## src/hw/rtl/sttu_pkg.sv

```systemverilog
// ----------------------------------------------------------------------------
// Software timer table package
// Shared types and constants for the timer table unit: transaction payloads,
// operation and result codes, sequencer states and register indexes.
// ----------------------------------------------------------------------------
package sttu_pkg;

  localparam int TIME_W  = 48;
  localparam int IVL_W   = 32;
  localparam int ID_W    = 16;
  localparam int WAIT_W  = 16;
  localparam int MAX_RES = 16;
  localparam int FIRE_W  = $clog2(MAX_RES + 1);

  localparam logic [WAIT_W-1:0] MAX_WAIT_RST   = 16'd100;
  localparam logic [WAIT_W-1:0] WAIT_FLOOR_RST = 16'd1;

  localparam logic CFG_MAX_WAIT   = 1'b0;
  localparam logic CFG_WAIT_FLOOR = 1'b1;

  typedef enum logic [1:0] {
    OP_ADD    = 2'd0,
    OP_CANCEL = 2'd1,
    OP_TICK   = 2'd2,
    OP_QUERY  = 2'd3
  } op_t;

  typedef enum logic [1:0] {
    KIND_ADD    = 2'd0,
    KIND_CANCEL = 2'd1,
    KIND_FIRE   = 2'd2,
    KIND_WAIT   = 2'd3
  } kind_t;

  typedef enum logic [1:0] {
    ST_IDLE,
    ST_SCAN,
    ST_FLUSH
  } state_t;

  typedef struct packed {
    op_t              opcode;
    logic [IVL_W-1:0] delay_ms;
    logic             repeat_req;
    logic [ID_W-1:0]  timer_id;
  } in_item_t;

  typedef struct packed {
    kind_t             kind;
    logic              ok;
    logic [ID_W-1:0]   fired_id;
    logic [WAIT_W-1:0] wait_ms;
    logic              last;
  } out_item_t;

  typedef struct packed {
    logic              due;
    logic              better;
    logic [WAIT_W-1:0] wait_cand;
  } arith_res_t;

endpackage

```

## src/hw/rtl/sttu_arith.sv

```systemverilog
// ----------------------------------------------------------------------------
// Timer table slot arithmetic
// Shared add/compare unit: deadline sum, due test and clamped wait candidate
// for the slot currently under the scan.
// ----------------------------------------------------------------------------
module sttu_arith import sttu_pkg::*; (
  input  logic [TIME_W-1:0] now,
  input  logic [IVL_W-1:0]  interval,
  input  logic [TIME_W-1:0] deadline,
  input  logic [WAIT_W-1:0] wait_floor,
  input  logic [WAIT_W-1:0] best,
  output logic [TIME_W-1:0] sum,
  output arith_res_t        res
);

  logic [TIME_W:0]   diff;
  logic              due;
  logic [WAIT_W:0]   wsat;
  logic [WAIT_W:0]   wcl;

  assign sum  = now + {{(TIME_W-IVL_W){1'b0}}, interval};
  assign diff = {1'b0, deadline} - {1'b0, now};
  assign due  = diff[TIME_W] | (diff[TIME_W-1:0] == '0);

  always_comb begin
    if (due) begin
      wsat = '0;
    end else if (|diff[TIME_W-1:WAIT_W]) begin
      wsat = {1'b1, {WAIT_W{1'b0}}};
    end else begin
      wsat = {1'b0, diff[WAIT_W-1:0]};
    end
    wcl = (wsat < {1'b0, wait_floor}) ? {1'b0, wait_floor} : wsat;
    res.due       = due;
    res.better    = wcl < {1'b0, best};
    res.wait_cand = wcl[WAIT_W-1:0];
  end

endmodule

```

## src/hw/rtl/software_timer_table_unit.sv

```systemverilog
// ----------------------------------------------------------------------------
// Software timer table unit
// Slot table of one-shot and periodic timers against an internal millisecond
// clock; add, cancel, tick and query commands run as a scan over the slots.
//
//   channel | ports                        | transfer
//   --------+------------------------------+----------------------------------
//   input   | start, busy, in_data         | start high while busy low
//   result  | out_valid, out_data          | one-cycle strobe, no back-pressure
//   config  | cfg_we, cfg_idx, cfg_wdata   | write when cfg_we high
//
// A command holds busy high while it scans one slot per cycle through the
// shared add/compare unit behind a registered slot-memory read, then issues
// the final result from the flush state. Add and cancel end at the
// matching slot. Fired timers appear during the tick scan, at most one per
// cycle. Reset is synchronous and needs no clearing pass; results cannot stall.
// ----------------------------------------------------------------------------
module software_timer_table_unit import sttu_pkg::*; #(
  parameter int NUM_SLOTS = 16
) (
  input  logic              clk,
  input  logic              rst_n,
  input  logic              start,
  output logic              busy,
  input  in_item_t          in_data,
  output logic              out_valid,
  output out_item_t         out_data,
  input  logic              cfg_we,
  input  logic              cfg_idx,
  input  logic [WAIT_W-1:0] cfg_wdata
);

  localparam int IDX_W = (NUM_SLOTS > 1) ? $clog2(NUM_SLOTS) : 1;
  localparam int CNT_W = $clog2(NUM_SLOTS + 1);
  localparam logic [CNT_W-1:0]  LAST_CNT  = CNT_W'(NUM_SLOTS);
  localparam logic [FIRE_W-1:0] FIRE_FULL = FIRE_W'(MAX_RES - 1);

  state_t                state_r, state_nxt;
  in_item_t              item_r, item_nxt;
  logic [TIME_W-1:0]     now_r, now_nxt;
  logic [ID_W-1:0]       next_id_r, next_id_nxt;
  logic [WAIT_W-1:0]     max_wait_r, wait_floor_r;
  logic [NUM_SLOTS-1:0]  valid_r, valid_nxt;
  logic [NUM_SLOTS-1:0]  periodic_r, periodic_nxt;
  logic [CNT_W-1:0]      cnt_r, cnt_nxt;
  logic                  rd_vld_r, rd_vld_nxt;
  logic [IDX_W-1:0]      rd_idx_r, rd_idx_nxt;
  logic [WAIT_W-1:0]     best_r, best_nxt;
  logic [FIRE_W-1:0]     fire_cnt_r, fire_cnt_nxt;
  logic                  pend_vld_r, pend_vld_nxt;
  out_item_t             pend_r, pend_nxt;
  logic                  out_valid_r, out_valid_nxt;
  out_item_t             out_data_r, out_data_nxt;

  logic [IVL_W-1:0]      interval_mem [NUM_SLOTS];
  logic [TIME_W-1:0]     deadline_mem [NUM_SLOTS];
  logic [ID_W-1:0]       ident_mem    [NUM_SLOTS];
  logic [IVL_W-1:0]      interval_q;
  logic [TIME_W-1:0]     deadline_q;
  logic [ID_W-1:0]       ident_q;
  logic                  wr_all, wr_dl;

  logic [IVL_W-1:0]      ar_interval;
  logic [TIME_W-1:0]     ar_sum;
  arith_res_t            ar_res;

  logic                  slot_v, hit, scan_end, scan_stop;
  logic [WAIT_W-1:0]     best_fix;

  assign ar_interval = (item_r.opcode == OP_ADD) ? item_r.delay_ms : interval_q;

  sttu_arith u_arith (
    .now        (now_r),
    .interval   (ar_interval),
    .deadline   (deadline_q),
    .wait_floor (wait_floor_r),
    .best       (best_r),
    .sum        (ar_sum),
    .res        (ar_res)
  );

  assign slot_v   = valid_r[rd_idx_r];
  assign scan_end = (cnt_r == LAST_CNT) && !rd_vld_r;
  assign best_fix = (best_r == '0) ? WAIT_W'(1) : best_r;

  always_comb begin
    case (item_r.opcode)
      OP_ADD:    hit = rd_vld_r && !slot_v;
      OP_CANCEL: hit = rd_vld_r && slot_v && (ident_q == item_r.timer_id);
      OP_TICK:   hit = rd_vld_r && slot_v && ar_res.due;
      OP_QUERY:  hit = rd_vld_r && slot_v;
      default:   hit = 1'b0;
    endcase
    scan_stop = scan_end
             || (hit && ((item_r.opcode == OP_ADD) || (item_r.opcode == OP_CANCEL)))
             || (hit && (item_r.opcode == OP_TICK) && (fire_cnt_r == FIRE_FULL));
  end

  always_comb begin
    case (state_r)
      ST_IDLE:  state_nxt = start ? ST_SCAN : ST_IDLE;
      ST_SCAN:  state_nxt = scan_stop ? ST_FLUSH : ST_SCAN;
      ST_FLUSH: state_nxt = ST_IDLE;
      default:  state_nxt = ST_IDLE;
    endcase
  end

  always_comb begin
    item_nxt      = item_r;
    now_nxt       = now_r;
    next_id_nxt   = next_id_r;
    valid_nxt     = valid_r;
    periodic_nxt  = periodic_r;
    cnt_nxt       = cnt_r;
    rd_vld_nxt    = 1'b0;
    rd_idx_nxt    = rd_idx_r;
    best_nxt      = best_r;
    fire_cnt_nxt  = fire_cnt_r;
    pend_vld_nxt  = pend_vld_r;
    pend_nxt      = pend_r;
    out_valid_nxt = 1'b0;
    out_data_nxt  = out_data_r;
    wr_all        = 1'b0;
    wr_dl         = 1'b0;
    case (state_r)
      ST_IDLE: begin
        if (start) begin
          item_nxt     = in_data;
          cnt_nxt      = '0;
          fire_cnt_nxt = '0;
          pend_vld_nxt = 1'b0;
          best_nxt     = max_wait_r;
          if (in_data.opcode == OP_TICK) begin
            now_nxt = now_r + TIME_W'(1);
          end
        end
      end
      ST_SCAN: begin
        rd_vld_nxt = (cnt_r != LAST_CNT) && !scan_stop;
        rd_idx_nxt = cnt_r[IDX_W-1:0];
        if (cnt_r != LAST_CNT) begin
          cnt_nxt = cnt_r + CNT_W'(1);
        end
        case (item_r.opcode)
          OP_ADD: begin
            if (hit) begin
              valid_nxt[rd_idx_r]    = 1'b1;
              periodic_nxt[rd_idx_r] = item_r.repeat_req;
              wr_all                 = 1'b1;
              next_id_nxt            = next_id_r + ID_W'(1);
              pend_nxt     = '{kind: KIND_ADD, ok: 1'b1, fired_id: next_id_r,
                               wait_ms: '0, last: 1'b1};
              pend_vld_nxt = 1'b1;
            end else if (scan_end) begin
              pend_nxt     = '{kind: KIND_ADD, ok: 1'b0, fired_id: '0,
                               wait_ms: '0, last: 1'b1};
              pend_vld_nxt = 1'b1;
            end
          end
          OP_CANCEL: begin
            if (hit || scan_end) begin
              if (hit) begin
                valid_nxt[rd_idx_r] = 1'b0;
              end
              pend_nxt     = '{kind: KIND_CANCEL, ok: hit, fired_id: item_r.timer_id,
                               wait_ms: '0, last: 1'b1};
              pend_vld_nxt = 1'b1;
            end
          end
          OP_TICK: begin
            if (hit) begin
              fire_cnt_nxt = fire_cnt_r + FIRE_W'(1);
              if (periodic_r[rd_idx_r]) begin
                wr_dl = 1'b1;
              end else begin
                valid_nxt[rd_idx_r] = 1'b0;
              end
              if (pend_vld_r) begin
                out_valid_nxt = 1'b1;
                out_data_nxt  = pend_r;
              end
              pend_nxt     = '{kind: KIND_FIRE, ok: 1'b1, fired_id: ident_q,
                               wait_ms: '0, last: 1'b0};
              pend_vld_nxt = 1'b1;
            end
          end
          OP_QUERY: begin
            if (hit && ar_res.better) begin
              best_nxt = ar_res.wait_cand;
            end
            if (scan_end) begin
              pend_nxt     = '{kind: KIND_WAIT, ok: 1'b1, fired_id: '0,
                               wait_ms: best_fix, last: 1'b1};
              pend_vld_nxt = 1'b1;
            end
          end
          default: begin
          end
        endcase
      end
      ST_FLUSH: begin
        if (pend_vld_r) begin
          out_valid_nxt     = 1'b1;
          out_data_nxt      = pend_r;
          out_data_nxt.last = 1'b1;
        end
        pend_vld_nxt = 1'b0;
      end
      default: begin
      end
    endcase
  end

  always_ff @(posedge clk) begin
    if (wr_all) begin
      interval_mem[rd_idx_r] <= item_r.delay_ms;
      ident_mem[rd_idx_r]    <= next_id_r;
    end
    if (wr_all || wr_dl) begin
      deadline_mem[rd_idx_r] <= ar_sum;
    end
    interval_q <= interval_mem[cnt_r[IDX_W-1:0]];
    deadline_q <= deadline_mem[cnt_r[IDX_W-1:0]];
    ident_q    <= ident_mem[cnt_r[IDX_W-1:0]];
  end

  always_ff @(posedge clk) begin
    if (!rst_n) begin
      state_r      <= ST_IDLE;
      now_r        <= '0;
      next_id_r    <= '0;
      valid_r      <= '0;
      periodic_r   <= '0;
      rd_vld_r     <= 1'b0;
      pend_vld_r   <= 1'b0;
      out_valid_r  <= 1'b0;
      max_wait_r   <= MAX_WAIT_RST;
      wait_floor_r <= WAIT_FLOOR_RST;
    end else begin
      state_r     <= state_nxt;
      now_r       <= now_nxt;
      next_id_r   <= next_id_nxt;
      valid_r     <= valid_nxt;
      periodic_r  <= periodic_nxt;
      rd_vld_r    <= rd_vld_nxt;
      pend_vld_r  <= pend_vld_nxt;
      out_valid_r <= out_valid_nxt;
      if (cfg_we) begin
        if (cfg_idx == CFG_MAX_WAIT) begin
          max_wait_r <= cfg_wdata;
        end else begin
          wait_floor_r <= cfg_wdata;
        end
      end
    end
  end

  always_ff @(posedge clk) begin
    item_r     <= item_nxt;
    cnt_r      <= cnt_nxt;
    rd_idx_r   <= rd_idx_nxt;
    best_r     <= best_nxt;
    fire_cnt_r <= fire_cnt_nxt;
    pend_r     <= pend_nxt;
    out_data_r <= out_data_nxt;
  end

  assign busy      = (state_r != ST_IDLE);
  assign out_valid = out_valid_r;
  assign out_data  = out_data_r;

endmodule

```

## config.mk

```make
export PLATFORM = sky130hd
export DESIGN_NAME = software_timer_table_unit
export DESIGN_NICKNAME = d
export VERILOG_FILES = /design/src/hw/rtl/sttu_pkg.sv /design/src/hw/rtl/sttu_arith.sv /design/src/hw/rtl/software_timer_table_unit.sv
export SDC_FILE = /design/constraint.sdc
export NUM_CORES = 2
export LEC_CHECK = 0
export ABC_AREA = 1
export BUFFER_PORTS_ARGS = -buffer_cell sky130_fd_sc_hd__buf_4
export CORE_ASPECT_RATIO = 1.5
export CORE_MARGIN = 5
export CORE_UTILIZATION = 60
export DETAILED_ROUTE_END_ITERATION = 8
export PLACE_DENSITY = 0.75
export SLEW_MARGIN = 30
export SYNTH_ARGS = -nofsm -noshare
export SYNTH_HDL_FRONTEND = slang
export SYNTH_SLANG_ARGS = --single-unit
```

## constraint.sdc

```tcl
create_clock -name clk -period 8.1 [get_ports clk]
set_clock_uncertainty 0.05 [all_clocks]
set_input_delay 1.62 -clock clk [delete_from_list [all_inputs] [get_ports clk]]
set_output_delay 1.62 -clock clk [all_outputs]
set_load 0.02 [all_outputs]
```

# --- Word-level counts from Yosys, hierarchy flattened ---
# Memory sizes are Yosys's and may differ from the RTL's. A register that Yosys moved wholly into a read port is not among the register bits.
# Index checks and enable logic that the tools add are counted.
word_totals:
  memories: 3
  in_bits: 72
  output_inout_bits: 38
  ram_bits: 1536
  word_cells: 180
  register_bits: 286
classes:
  n_eq_ne: 27
  n_bitwise: 5
  n_reduce_logical: 42
  muxes: 65
  addsub: 6
  order_cmp: 4
mem_list:
  columns: ["memory", "depth", "width", "rd", "rd_clocked_by_memory_dff", "write_ports", "line_no", "source"]
  rows:
  - ["deadline_mem", 16, 48, 1, 1, 1, "software_timer_table_unit.sv:56", "logic [TIME_W-1:0] deadline_mem [NUM_SLOTS];"]
  - ["interval_mem", 16, 32, 1, 1, 1, "software_timer_table_unit.sv:55", "logic [IVL_W-1:0] interval_mem [NUM_SLOTS];"]
  - ["ident_mem", 16, 16, 1, 1, 1, "software_timer_table_unit.sv:57", "logic [ID_W-1:0] ident_mem [NUM_SLOTS];"]
op_table:
  columns: ["operator", "n"]
  rows:
  - ["$mux W36", 9]
  - ["$mux W16", 9]
  - ["$pmux W36 S4", 1]
  - ["$pmux W36 S2", 1]
  - ["$mux W17", 3]
  - ["$sub A48 B48 Y49", 1]
  - ["$add A48 B1 Y48 const B", 1]
  - ["$add A48 B32 Y48", 1]
  - ["$logic_not A48 Y1", 1]
  - ["$pmux W16 S3", 1]
  - ["$lt A17 B16 Y1", 2]
  - ["$mux W32", 1]
  - ["$pmux W16 S2", 1]
  - ["$reduce_or A32 Y1", 1]
  - ["$ne A2 B2 Y1 const B", 13]
  - ["$mux W1", 23]
  - ["$mux W5", 4]
  - ["$pmux W5 S2", 2]
  - ["$add A16 B1 Y16 const B", 1]
  - ["$and A16 B16 Y16", 1]
  - ["$bwmux W16", 1]
  - ["$eq A16 B16 Y1", 1]
  - ["$logic_not A16 Y1", 1]
  - ["$not A16 Y16", 1]
  - ["other kinds (31)", 68]

# --- Logic depth before layout (Yosys ltp) ---
logic_depth:
  word_depth: 11
  ltp_mapped: 47
  depth_no_buf: 44

# --- Hierarchy ---
# Synthesis repeated with hierarchy kept, for this count alone.
hier_totals:
  cells_unflattened: 7405
  area_unflattened_um2: 81175.4
by_module_without_submodules:
  columns: ["module", "seq_area_each_um2", "instances", "area_per_inst_um2", "cells_each"]
  rows:
  - ["software_timer_table_unit", 55303.0, 1, 73559.3, 5921]
  - ["sttu_arith", 0.0, 1, 7616.1, 1484]

# --- Least setup slack after synthesis ---
# No wires, ideal clock.
synth_path:
  path_kind: "flip-flop to flip-flop"
  from: "reg now_r[21]"
  to: "reg best_r[0] (enable)"
  required_ns: 7.656
  period_less_slack_ns: 6.560
  path_stages_with_launch: 44
  path_slack_ns: 1.540
  arrival_ns: 6.115
  setup_ns: 0.394
  path_buffers: 4
  path_cell_list: "dfxtp_1 clkbuf_1 inv_1 ha_1 nand2_2 inv_2 a21oi_1 nor2_1 nor2_2 nor2_1 nor2_1 nand2_1 nand2_1 nand2_1 nor2_1 nand2_1 nor2_1 nand2_1 (+8 left out) nor2_1 a211oi_1 o211ai_1 nor2_1 nand2_1 buf_2 o21ai_0 inv_1 ha_1 a21oi_1 nor2_1 a211oi_1 o21ai_0 a211oi_1 nand3b_1 nor2_1 nand2_1 a21oi_1"
synth_via:
  elab_chain_cells: 10
  word_cells_on_any_way: 14
  classes_between: "add/sub (1); order compare (2); eq/ne (1); mux (4); bitwise (1); reduce/logical (5)"
synth_rtl:
  columns: ["item", "line_no", "source"]
  rows:
  - ["from (decl)", "software_timer_table_unit.sv:40", "logic [TIME_W-1:0] now_r, now_nxt;"]
  - ["from (signal assigned)", "software_timer_table_unit.sv:241", "now_r <= now_nxt;"]
  - ["$sub A48 B48 Y49 *", "sttu_arith.sv:22", "assign diff = {1'b0, deadline} - {1'b0, now};"]
  - ["$logic_not A48 Y1 / $reduce_or A32 Y1 (equally long branches)", "sttu_arith.sv:23, sttu_arith.sv:28", null]
  - ["$or A1 B1 Y1 / $mux W17 (equally long branches)", "sttu_arith.sv:23, sttu_arith.sv:28", null]
  - ["$mux W17", "sttu_arith.sv:26", "if (due) begin"]
  - ["$lt A17 B16 Y1", "sttu_arith.sv:33", "wcl = (wsat < {1'b0, wait_floor}) ? {1'b0, wait_floor} : wsat;"]
  - ["$mux W17", "sttu_arith.sv:33", null]
  - ["$lt A17 B16 Y1", "sttu_arith.sv:35", "res.better = wcl < {1'b0, best};"]
  - ["$logic_and A1 B1 Y1 *", "software_timer_table_unit.sv:188", "if (hit && ar_res.better) begin"]
  - ["$ne A2 B2 Y1 (no source line) *", null, null]
  - ["$reduce_and A4 Y1 (no source line) *", null, null]
  - ["to (signal assigned)", "software_timer_table_unit.sv:262", "best_r <= best_nxt;"]
  - ["to (decl)", "software_timer_table_unit.sv:48", "logic [WAIT_W-1:0] best_r, best_nxt;"]
# Every way passes the cells marked *; elsewhere a longest branch is shown, timed or not.
# A chain may end at the register's enable or synchronous reset.

# --- Final worst setup path ---
layout_path:
  from: "reg now_r[21]"
  to: "reg best_r[6] (enable)"
# The elaborated chain is that of the path after synthesis.

==> flow_metrics.py <==
metrics = {
    "route": {
        "vias": 56000,
        "drtIter0Drc": 5811,
        "postRouteAntennaNets": 0,
        "detail_route.wirelength_um": 220000,
        "drc": 0,
        "avgViaCountPerCell": 6.13,
        "detail_route.first_pass.iterations": 6,
        "wl_per_cell_um": 24.1,
    },
    "sta": {
        "final.period_utilization_pct": 90.8,
        "final-hold-violation-count": 0,
        "layout_setup_ws_ns": 0.745,
        "fin_setup_tns_ns": 0,
        "setup_repair_after_global_routing_missed_its_margin": "false",
        "timing.final.max_slew_violations": 0,
        "setup-violations-final": 0,
        "worst_slew_margin_rel_pct": 27.5,
        "achievable-frequency_mhz": 136,
        "max_slew.worst_pin.slew_ns": 1.09,
        "finalCriticalPeriod_ns": 7.36,
    },
    "placed_design": {
        "numPlacedInstances": 8804,
        "io_buffer_count": 109,
        "routabilityCongestion": 0.955,
        "detailed_place_hpwl_um": 131000,
        "dp_slack_ns": 0.683,
    },
    "synth": {
        "unique_cell_type_count_in_the_yosys_netlist": 60,
        "mappedNetlistNets": 7391,
        "sequential_fraction_of_the_synthesis_area_pct": 68.8,
        "flop_and_latch_count_out_of_synthesis": 1918,
        "number_of_enable_type_register_cells_in_the_synthesized_netlist": 1689,
        "postSynthCellCount": 7194,
        "synth_ff_type": "edfxtp_1",
        "avgSynthCellArea_um2": 11.2,
        "synth.cell_area_um2": 80400,
        "yosys_warning_total": 0,
        "ys_async_sr_fraction_pct": 0,
    },
    "pwr": {
        "clock_power_share_pct": 35.7,
        "p_seq_share_pct": 49.5,
        "vdd_ir_drop_max_mv": 0.230,
        "power.share.combinational_pct": 14.9,
        "leakage_power_of_the_design_uw": 0.0320,
        "cellInternalPower_uw": 16500,
        "net_switching_power_of_the_design_uw": 6170,
        "power.switching_fraction_pct": 27.2,
        "power.density_cell_area_nw_per_um2": 254,
    },
    "global_route": {
        "grt_pass1_wl_um": 328000,
        "grt_antenna_before_repair": 6,
        "grt_max_degree": 229,
        "grt.met3_usage_pct": 4.50,
        "grt_use_met2_pct": 53.5,
        "globalRouteMet1Util_pct": 36.8,
        "grt_use_total_pct": 30.6,
        "gr-total-overflow": 0,
        "via_count_of_the_first_global_routing_pass": 54900,
        "busiest_layer": "met2",
    },
    "cts": {
        "postCtsSetupBuffers": 0,
        "cts_htree_levels": 4,
        "cts_max_path_buffers": 3,
        "clkSlewWorstSetupHoldPaths_ns": 0.07,
        "postCtsHoldBufs": 0,
        "cts.root.buffer_cell": "clkbuf_16",
        "clkLatencyLatePin_ns": 0.83,
        "cts_tree": "done",
        "cts_repair_resize_count": 0,
        "cts_made_buffers": 167,
        "cts.sink_count": 1918,
    },
    "critical_path": {
        "reg2reg_to": "best_r[6]",
        "cp_data_required_time_ns": 8.57,
        "rr_startpoint": "now_r[21]",
        "path_common_cell": "nand2_1",
        "critical_path.slowest_cell": "dfxtp_1",
        "worstPathArrival_ns": 7.82,
        "cpPeakStageDelay_ns": 0.52,
        "r2r_slack_ns": 0.74,
        "criticalPathCategory": "reg -> reg",
        "timing.critical_path.fanout_max": 21,
        "reg2regPathDepth": 42,
        "crit_path_start_kind": "flip-flop",
        "setup.worst_path.end_class": "flip-flop",
    },
    "final_layout": {
        "design.final.nets": 7432,
        "finish.cell_count_without_fillers": 9128,
        "utilization_pct": 67.0,
        "final_layout_size_suffix_gt1_share_pct": 8.62,
        "syn2layout_area_growth_pct": 11.0,
    },
    "floorplan": {
        "ioPinCount": 110,
        "design.die.area_um2": 142000,
        "rows": 164,
        "start_util_pct": 60.4,
        "core_area_um2": 133000,
        "fp.dieW_um": 309,
        "floorplan.die.height_um": 458,
    },
    "min_path": {
        "whs_path_depth": 0,
        "worstHoldStart": "pend_r[22]",
        "terminating_pin_of_the_worst_hold_path": "out_data[22]",
        "min_path_type": "reg -> reg",
    },
    "run": {
        "drv.max_cap_violation_count": 0,
    },
    "outcome": {
        "outcome": "finished, final reports clean",
    },
}
per-layer routing:
| metal | vias to the layer above | part of all wire [%] |
|---|---|---|
| li1 | 25400 | - |
| met2 | 2710 | 51 |
| met3 | 703 | 7.5 |
| met4 | 4 | 6.3 |
| met5 | - | 0.017 |
| met1 | 27100 | 35 |
synth_stat cells, types with 5 or more instances:
| cell type | number | area (um2) |
|---|---|---|
| a21boi_1 | 7 | 52.6 |
| a21oi_1 | 156 | 781 |
| a21oi_2 | 9 | 78.8 |
| a22oi_1 | 6 | 45.0 |
| a31oi_1 | 16 | 100 |
| buf_2 | 5 | 25.0 |
| buf_4 | 5 | 37.5 |
| clkbuf_1 | 335 | 1260 |
| clkinv_1 | 7 | 26.3 |
| dfxtp_1 | 229 | 4580 |
| edfxtp_1 | 1689 | 50700 |
| ha_1 | 123 | 1540 |
| inv_1 | 438 | 1640 |
| inv_2 | 32 | 120 |
| nand2_1 | 1147 | 4310 |
| nand2_2 | 11 | 68.8 |
| nand3_1 | 147 | 736 |
| nand3b_1 | 5 | 37.5 |
| nand4_1 | 133 | 832 |
| nor2_1 | 1122 | 4210 |
| nor2_2 | 11 | 68.8 |
| nor2_4 | 16 | 180 |
| nor3_1 | 45 | 225 |
| nor4_1 | 29 | 181 |
| o211ai_1 | 12 | 90.1 |
| o21a_1 | 5 | 37.5 |
| o21ai_0 | 872 | 4360 |
| o21ai_1 | 32 | 160 |
| o21bai_1 | 9 | 67.6 |
| o221ai_1 | 9 | 78.8 |
| o22ai_1 | 388 | 2430 |
| xnor2_1 | 38 | 333 |
| xor2_1 | 56 | 490 |
power by group through the flow:
stage | combinational [uW] | clock (uW) | sequential (uW)
floorplan | 2200 | 0 | 11300
global placement | 3270 | 0 | 11400
detailed placement | 3330 | 0 | 11400
CTS | 3350 | 8170 | 11200
global route | 3720 | 8590 | 11200
finish | 3380 | 8090 | 11200
stage by stage:
step,total power (uW),hold WS [ns],area (um2)
after CTS,22700,0.370,89000
final,22700,0.369,89300
after floorplan,13500,0.350,80400
after global routing,23500,0.371,89300
after detailed placement,14800,0.355,83400
after global placement,14700,0.353,83100
state kept, by name, summed over array words and instances (netlist names), named ones only:
name / flops
out_data: 36
cnt_r: 5
wait_floor_r: 16
interval_mem: 512
item_r: 51
out_valid: 1
next_id_r: 16
best_r: 16
fire_cnt_r: 5
state_r: 2
periodic_r: 16
now_r: 48
rd_vld_r: 1
max_wait_r: 16
ident_q: 16
pend_r: 36
interval_q: 32
rd_idx_r: 4
deadline_mem: 768
ident_mem: 256
deadline_q: 48
pend_vld_r: 1
kinds of logic (layout without fill, tap and decap cells):
group	after synthesis	after routing	synth area share, %
AO/OA/AOI/OAI	1538	1538	10.5
buffers and inverters	833	1020	3.98
other	0	4	0
AND/OR/NAND/NOR	2686	2686	13.7
flip-flops	1918	1918	68.8
adder cells (fa/ha/maj)	125	125	1.96
XOR/XNOR	94	94	1.02
placed cells by master, fill, tap and decap left out, types with 10 or more instances in the layout:
cell type	Yosys	final
edfxtp_1	1689	1689
clkbuf_8	0	22
clkinv_1	7	19
xnor2_2	0	13
nand2_2	11	12
xnor2_1	38	25
clkinv_2	0	21
xor2_2	0	18
xor2_1	56	38
nand3_1	147	147
clkbuf_16	0	169
buf_6	4	13
buf_4	5	193
inv_6	0	10
a31oi_1	16	16
a21oi_1	156	156
inv_1	438	437
ha_1	123	122
o211ai_1	12	12
clkbuf_1	335	48
dfxtp_1	229	229
o21ai_1	32	33
bufinv_16	0	13
o22ai_1	388	388
buf_12	0	11
nor2_2	11	12
o21ai_0	872	871
nor3_1	45	45
nand2_1	1147	1146
nand4_1	133	133
inv_2	32	31
nor4_1	29	29
nor2_4	16	36
nor2_1	1122	1101
area by class of cell:
class / instances / area, um2
Sequential cell: 1918 / 55300
Fill cell: 9607 / 43900
Multi-Input combinational cell: 4443 / 22300
Clock buffer: 239 / 4710
Tap cell: 1743 / 2180
Timing Repair Buffer: 227 / 2080
Inverter: 478 / 1820
Clock inverter: 76 / 871
Antenna cell: 4 / 10.0
worst max-delay path, delay by kind of cell, from the launching register on:
kind / cells / cell delay (ns)
buf+inv: 6 / 0.68
fa+ha+maj: 3 / 1.09
compound gates: 7 / 1.27
flops: 1 / 0.52
simple gates: 26 / 3.42
worst max path at each step:
stage,end,startpoint,slack [ns]
after detailed placement,best_r[7],now_r[21],0.68
after global routing,best_r[13],now_r[21],0.03
after global placement,best_r[4],now_r[21],0.66
final,best_r[6],now_r[21],0.74
after CTS,best_r[6],now_r[21],0.63
after floorplan,best_r[0],now_r[21],1.54
(Power assumes the default switching activity.)
